==> src/rtl/core/tnb_pkg.sv <==
package tnb_pkg;

  localparam int COORD_W = 32;
  localparam int CROSS_W = 67;
  localparam int UVAL_W = 31;
  localparam int SUM_W = 64;
  localparam int LEN_W = 32;
  localparam int COUNT_W = 24;
  localparam int THRESH_W = 16;
  localparam int INDEX_W = 26;
  localparam int NORMAL_W = 16;
  localparam int NORMAL_FRAC_BITS = 14;
  localparam int CFG_DATA_W = 24;
  localparam int CFG_ADDR_W = 1;

  localparam logic [CFG_ADDR_W-1:0] REG_MAX_TRIANGLES = 1'b0;
  localparam logic [CFG_ADDR_W-1:0] REG_MIN_NORMAL_LENGTH = 1'b1;

  localparam logic [1:0] STATUS_APPENDED = 2'd0;
  localparam logic [1:0] STATUS_DEGENERATE = 2'd1;
  localparam logic [1:0] STATUS_REJECTED = 2'd2;

  typedef enum logic [2:0] {
    ST_IDLE,
    ST_CROSS,
    ST_CHECK,
    ST_SUMSQ,
    ST_SQRT,
    ST_DIV,
    ST_DONE
  } state_t;

  // control between sequencer and shared arithmetic unit
  typedef struct packed {
    logic sqrt_start;
    logic div_start;
  } unit_ctrl_t;

  typedef struct packed {
    logic busy;
    logic done;
  } unit_stat_t;

endpackage

==> src/rtl/core/tnb_unit.sv <==
// Shared bit-serial unit: integer square root of a 64-bit sum, or
// restoring division (num / den), one result bit per cycle.
module tnb_unit (
  input  logic                          clk,
  input  logic                          rst,
  input  tnb_pkg::unit_ctrl_t           ctrl,
  input  logic [tnb_pkg::SUM_W-1:0]     sqrt_in,
  input  logic [tnb_pkg::SUM_W-1:0]     num_in,
  input  logic [tnb_pkg::LEN_W-1:0]     den_in,
  output tnb_pkg::unit_stat_t           stat,
  output logic [tnb_pkg::SUM_W-1:0]     result
);
  import tnb_pkg::*;

  localparam int CNT_W = 7;

  logic              is_sqrt;
  logic [CNT_W-1:0]  cnt;
  logic              busy;
  logic              done;
  logic [SUM_W+1:0]  rem;
  logic [SUM_W-1:0]  src;
  logic [SUM_W-1:0]  root;
  logic [LEN_W-1:0]  den;
  logic [SUM_W+1:0]  trial;
  logic [SUM_W+1:0]  rem_sh;

  always_comb begin
    if (is_sqrt) begin
      rem_sh = {rem[SUM_W-1:0], src[SUM_W-1 -: 2]};
      trial = rem_sh - {root[SUM_W-1:0], 2'b01};
    end else begin
      rem_sh = {rem[SUM_W:0], src[SUM_W-1]};
      trial = rem_sh - {{(SUM_W+2-LEN_W){1'b0}}, den};
    end
  end

  always_ff @(posedge clk) begin
    if (rst) begin
      busy <= 1'b0;
      done <= 1'b0;
      cnt <= '0;
      is_sqrt <= 1'b0;
    end else begin
      done <= 1'b0;
      if (ctrl.sqrt_start || ctrl.div_start) begin
        busy <= 1'b1;
        is_sqrt <= ctrl.sqrt_start;
        cnt <= ctrl.sqrt_start ? CNT_W'(SUM_W / 2) : CNT_W'(SUM_W);
      end else if (busy) begin
        cnt <= cnt - 1'b1;
        if (cnt == CNT_W'(1)) begin
          busy <= 1'b0;
          done <= 1'b1;
        end
      end
    end
  end

  always_ff @(posedge clk) begin
    if (ctrl.sqrt_start || ctrl.div_start) begin
      rem <= '0;
      root <= '0;
      src <= ctrl.sqrt_start ? sqrt_in : num_in;
      den <= den_in;
    end else if (busy) begin
      if (is_sqrt) src <= {src[SUM_W-3:0], 2'b00};
      else src <= {src[SUM_W-2:0], 1'b0};
      if (!trial[SUM_W+1]) begin
        rem <= trial;
        root <= {root[SUM_W-2:0], 1'b1};
      end else begin
        rem <= rem_sh;
        root <= {root[SUM_W-2:0], 1'b0};
      end
    end
  end

  assign stat.busy = busy;
  assign stat.done = done;
  assign result = root;

endmodule

==> config.mk <==
export PLATFORM = sky130hd
export DESIGN_NAME = tnb_unit
export DESIGN_NICKNAME = d
export VERILOG_FILES = /design/src/rtl/core/tnb_pkg.sv /design/src/rtl/core/tnb_unit.sv
export SDC_FILE = /design/constraint.sdc
export NUM_CORES = 1
export LEC_CHECK = 0
export ABC_AREA = 1
export BUFFER_PORTS_ARGS = -buffer_cell sky130_fd_sc_hd__buf_2
export CAP_MARGIN = 20
export CORE_MARGIN = 4
export CORE_UTILIZATION = 50
export CTS_BUF_LIST = sky130_fd_sc_hd__clkbuf_4 sky130_fd_sc_hd__clkbuf_8 sky130_fd_sc_hd__clkbuf_16
export CTS_CLUSTER_DIAMETER = 100
export CTS_CLUSTER_SIZE = 28
export DETAILED_ROUTE_END_ITERATION = 12
export PLACE_DENSITY_LB_ADDON = 0.12
export SLEW_MARGIN = 0
export SYNTH_ARGS = -nofsm -noshare
export SYNTH_HDL_FRONTEND = slang
export SYNTH_SLANG_ARGS = --single-unit
export TNS_END_PERCENT = 50
==> constraint.sdc <==
create_clock -name clk -period 11.9 [get_ports clk]
set_input_delay 0.595 -clock clk [delete_from_list [all_inputs] [get_ports clk]]
set_output_delay 0.595 -clock clk [all_outputs]
set_load 0.01 [all_outputs]
==> reports/metrics.csv <==
metric,value,unit
Via Count,23300,
I/O Pins,230,
CTS Buf Count,15,
height of the die,212,µm
unrepaired setup endpoints after global routing,no,
f_max,253,MHz
Hold/Removal Path Class,in2reg,
post-CTS setup buffers,0,
ranking of synthesized cells by area,"nand2_1, edfxtp_1, dfxtp_1",
"CTS clk-pin slew, worst paths",0.11,ns
Synth cell types,41,
DP HPWL,60.0,mm
ys flop type,dfxtp_1,
post-synth net total,3762,
row cnt,74,
wire length per cell,18.1,µm
Final Setup Violations,0,
Detailed Routing Iterations Pass 1,5,
sequential share of the synthesized area,27.3,%
diode count,0,
YS warnings,0,
CP Class,reg2reg,
Post-synth EDFFs,96,
CTS Hold Buffers Added,0,
post-CTS sizing,0,
Slew Limit Fails,0,
CTS tree,built,
Worst EP arrival,4.37,ns
Routed Antenna Nets,0,
number of synthesized register bits,235,
P&R area growth vs syn,9.67,%
final period utilization,33.2,%
Syn Inst Count,3499,
startpoint types,register,
Post-Syn Area,20700,µm²
Mapped Avg Cell Area,5.92,µm²
first-pass GRT wire length,117,mm
layout cell share with drive strength beyond 1,8.18,%
worst-case clock skew,0.0308,ns
Critical Path End Type,register,
CTS root buffer,clkbuf_16,
port buffer count,229,
core box area,40900,µm²
clk sinks,235,
WP data required,12.32,ns
initial antenna violation count,1,
worst slew pin tran,0.977,ns
Die Wd,212,µm
Final Hold Viols,0,
"Max FO, Critical Path",66,
clk_lat worst skew,0.54,ns
Via density,5.57,
"area leader, netlist",nand2_1,
DRT iter0 DRCs,2406,
status,completed,
die area,44800,µm²
Worst slew margin,34.9,%
top cell type's share of synthesized area,21.1,%
clk buf depth,3,
GRT Total Usage,32.7,%
# H-tree levels,1,
Tmin final,3.95,ns
Starting Density,50.7,%
total wire length,76.0,mm
largest net degree at the start of global routing,83,
routability congestion estimate,1.04,
Layout Nets,3911,
setup_tns,0,ns
max cap viols,0,
share of flip-flops with an asynchronous set or reset,0,%
vias in the first global route,21500,
"Remaining Overflow, GRT",0,
residual DRC count,0,
Fill cells,4250,
## synthesized netlist by cell type, types with 3 or more instances
library cell and number:
clkbuf_1 79, inv_2 6, nor2_1 331, nor4_1 6, o21ai_0 256, nor2_2 4, nand3b_1 22, mux2i_1 14
nand4_1 19, o22ai_1 63, nand2_1 1165, o21ai_1 3, a21oi_1 140, o21bai_1 16, buf_6 8, edfxtp_1 96
ha_1 98, a21oi_2 3, dfxtp_1 139, xnor2_1 7, nor3_1 37, buf_2 13, nand3_2 3, nand3_1 279
inv_1 570, buf_4 4, a21boi_0 5, buf_1 10, a22oi_1 63, xor2_1 24, or2_2 3
## metrics by stage
step	std cells	cell area (µm²)	setup slack (ns)	utilization (%)	hold WS [ns]
finish	4188	22700	7.95	55.6	0.220
global route	4188	22700	7.67	55.6	0.207
CTS	4187	22700	8.10	55.5	0.202
detailed placement	4162	22200	8.07	54.2	0.492
global placement	4162	22200	8.15	54.2	0.468
floorplan	3499	20700	7.55	-	0.445
## worst paths after layout
check / startpoint / endpoint / slack (ns) / depth (start not counted)
worst max-delay path: rem[5] / rem[5] / 7.95 / 19
worst min-delay path: den_in[24] / den[24] / 0.22 / 1
worst max register to register: rem[5] / rem[5] / 7.95 / 19
worst min register to register: cnt[1] / cnt[1] / 0.52 / 2
## worst max-delay path: stages, from the launching register on
cell and delay (ns):
dfxtp_1 0.50, ha_1 0.34, nand2_1 0.16, inv_1 0.07, a21oi_2 0.21, nand3_2 0.16, nand2_1 0.09, nand2_1 0.16
nand2_1 0.10, nand2_1 0.10, nand2_1 0.10, nand2_1 0.06, nand2_1 0.07, nand3_2 0.06, buf_4 0.39, nand2_2 0.22
buf_4 0.63, nand2_1 0.14, nand3_1 0.11, nand2_1 0.06
## layer usage
metal | GRT usage, % | wire (µm) | up-vias
li1 | - | - | 11500
met1 | 46.7 | 33200 | 10600
met2 | 49.6 | 31900 | 1107
met3 | 6.30 | 7880 | 164
met4 | 11.4 | 2980 | 2
met5 | 0 | 8 | -
## cell usage in the layout, fill, tap and decap left out, types with 19 or more instances in the layout
cell	synthesis	final
nand4_1	19	19
inv_1	570	570
buf_2	13	229
nor3_1	37	37
nand3b_1	22	22
dfxtp_1	139	138
edfxtp_1	96	96
nand3_1	279	279
a21oi_1	140	140
o21ai_0	256	256
xor2_1	24	24
nand2_1	1165	1165
ha_1	98	98
nor2_1	331	327
a22oi_1	63	63
o22ai_1	63	63
## logic make-up after synthesis
| logic type | synth area share [%] |
|---|---|
| AOI/OAI and AO/OA | 14.8 |
| xor gates and xnor gates | 1.31 |
| adders and majority gates | 6.01 |
| buffers and inverters | 13.0 |
| DFF | 27.3 |
| muxes | 0.676 |
| and+or+nand+nor | 36.9 |
## flip-flops by register name, summed over array words and instances, names as in the netlist
signal   count
is_sqrt      1
den         32
cnt          7
result      64
done         1
src         64
rem         65
busy         1
## final cells by class
type | instances | area (µm²) | share of cell area (%)
multi-input cells | 2573 | 12400 | 54.6
flip-flops and latches | 235 | 5670 | 24.9
inverters | 577 | 2170 | 9.55
repair buffers | 246 | 1290 | 5.66
well taps | 532 | 666 | 2.93
clock buffers | 16 | 400 | 1.76
clock inverters | 9 | 133 | 0.583
Power is left out: the tool's default activity adds up to more than one toggle a clock period on the data nets, which glitch-free logic cannot reach.
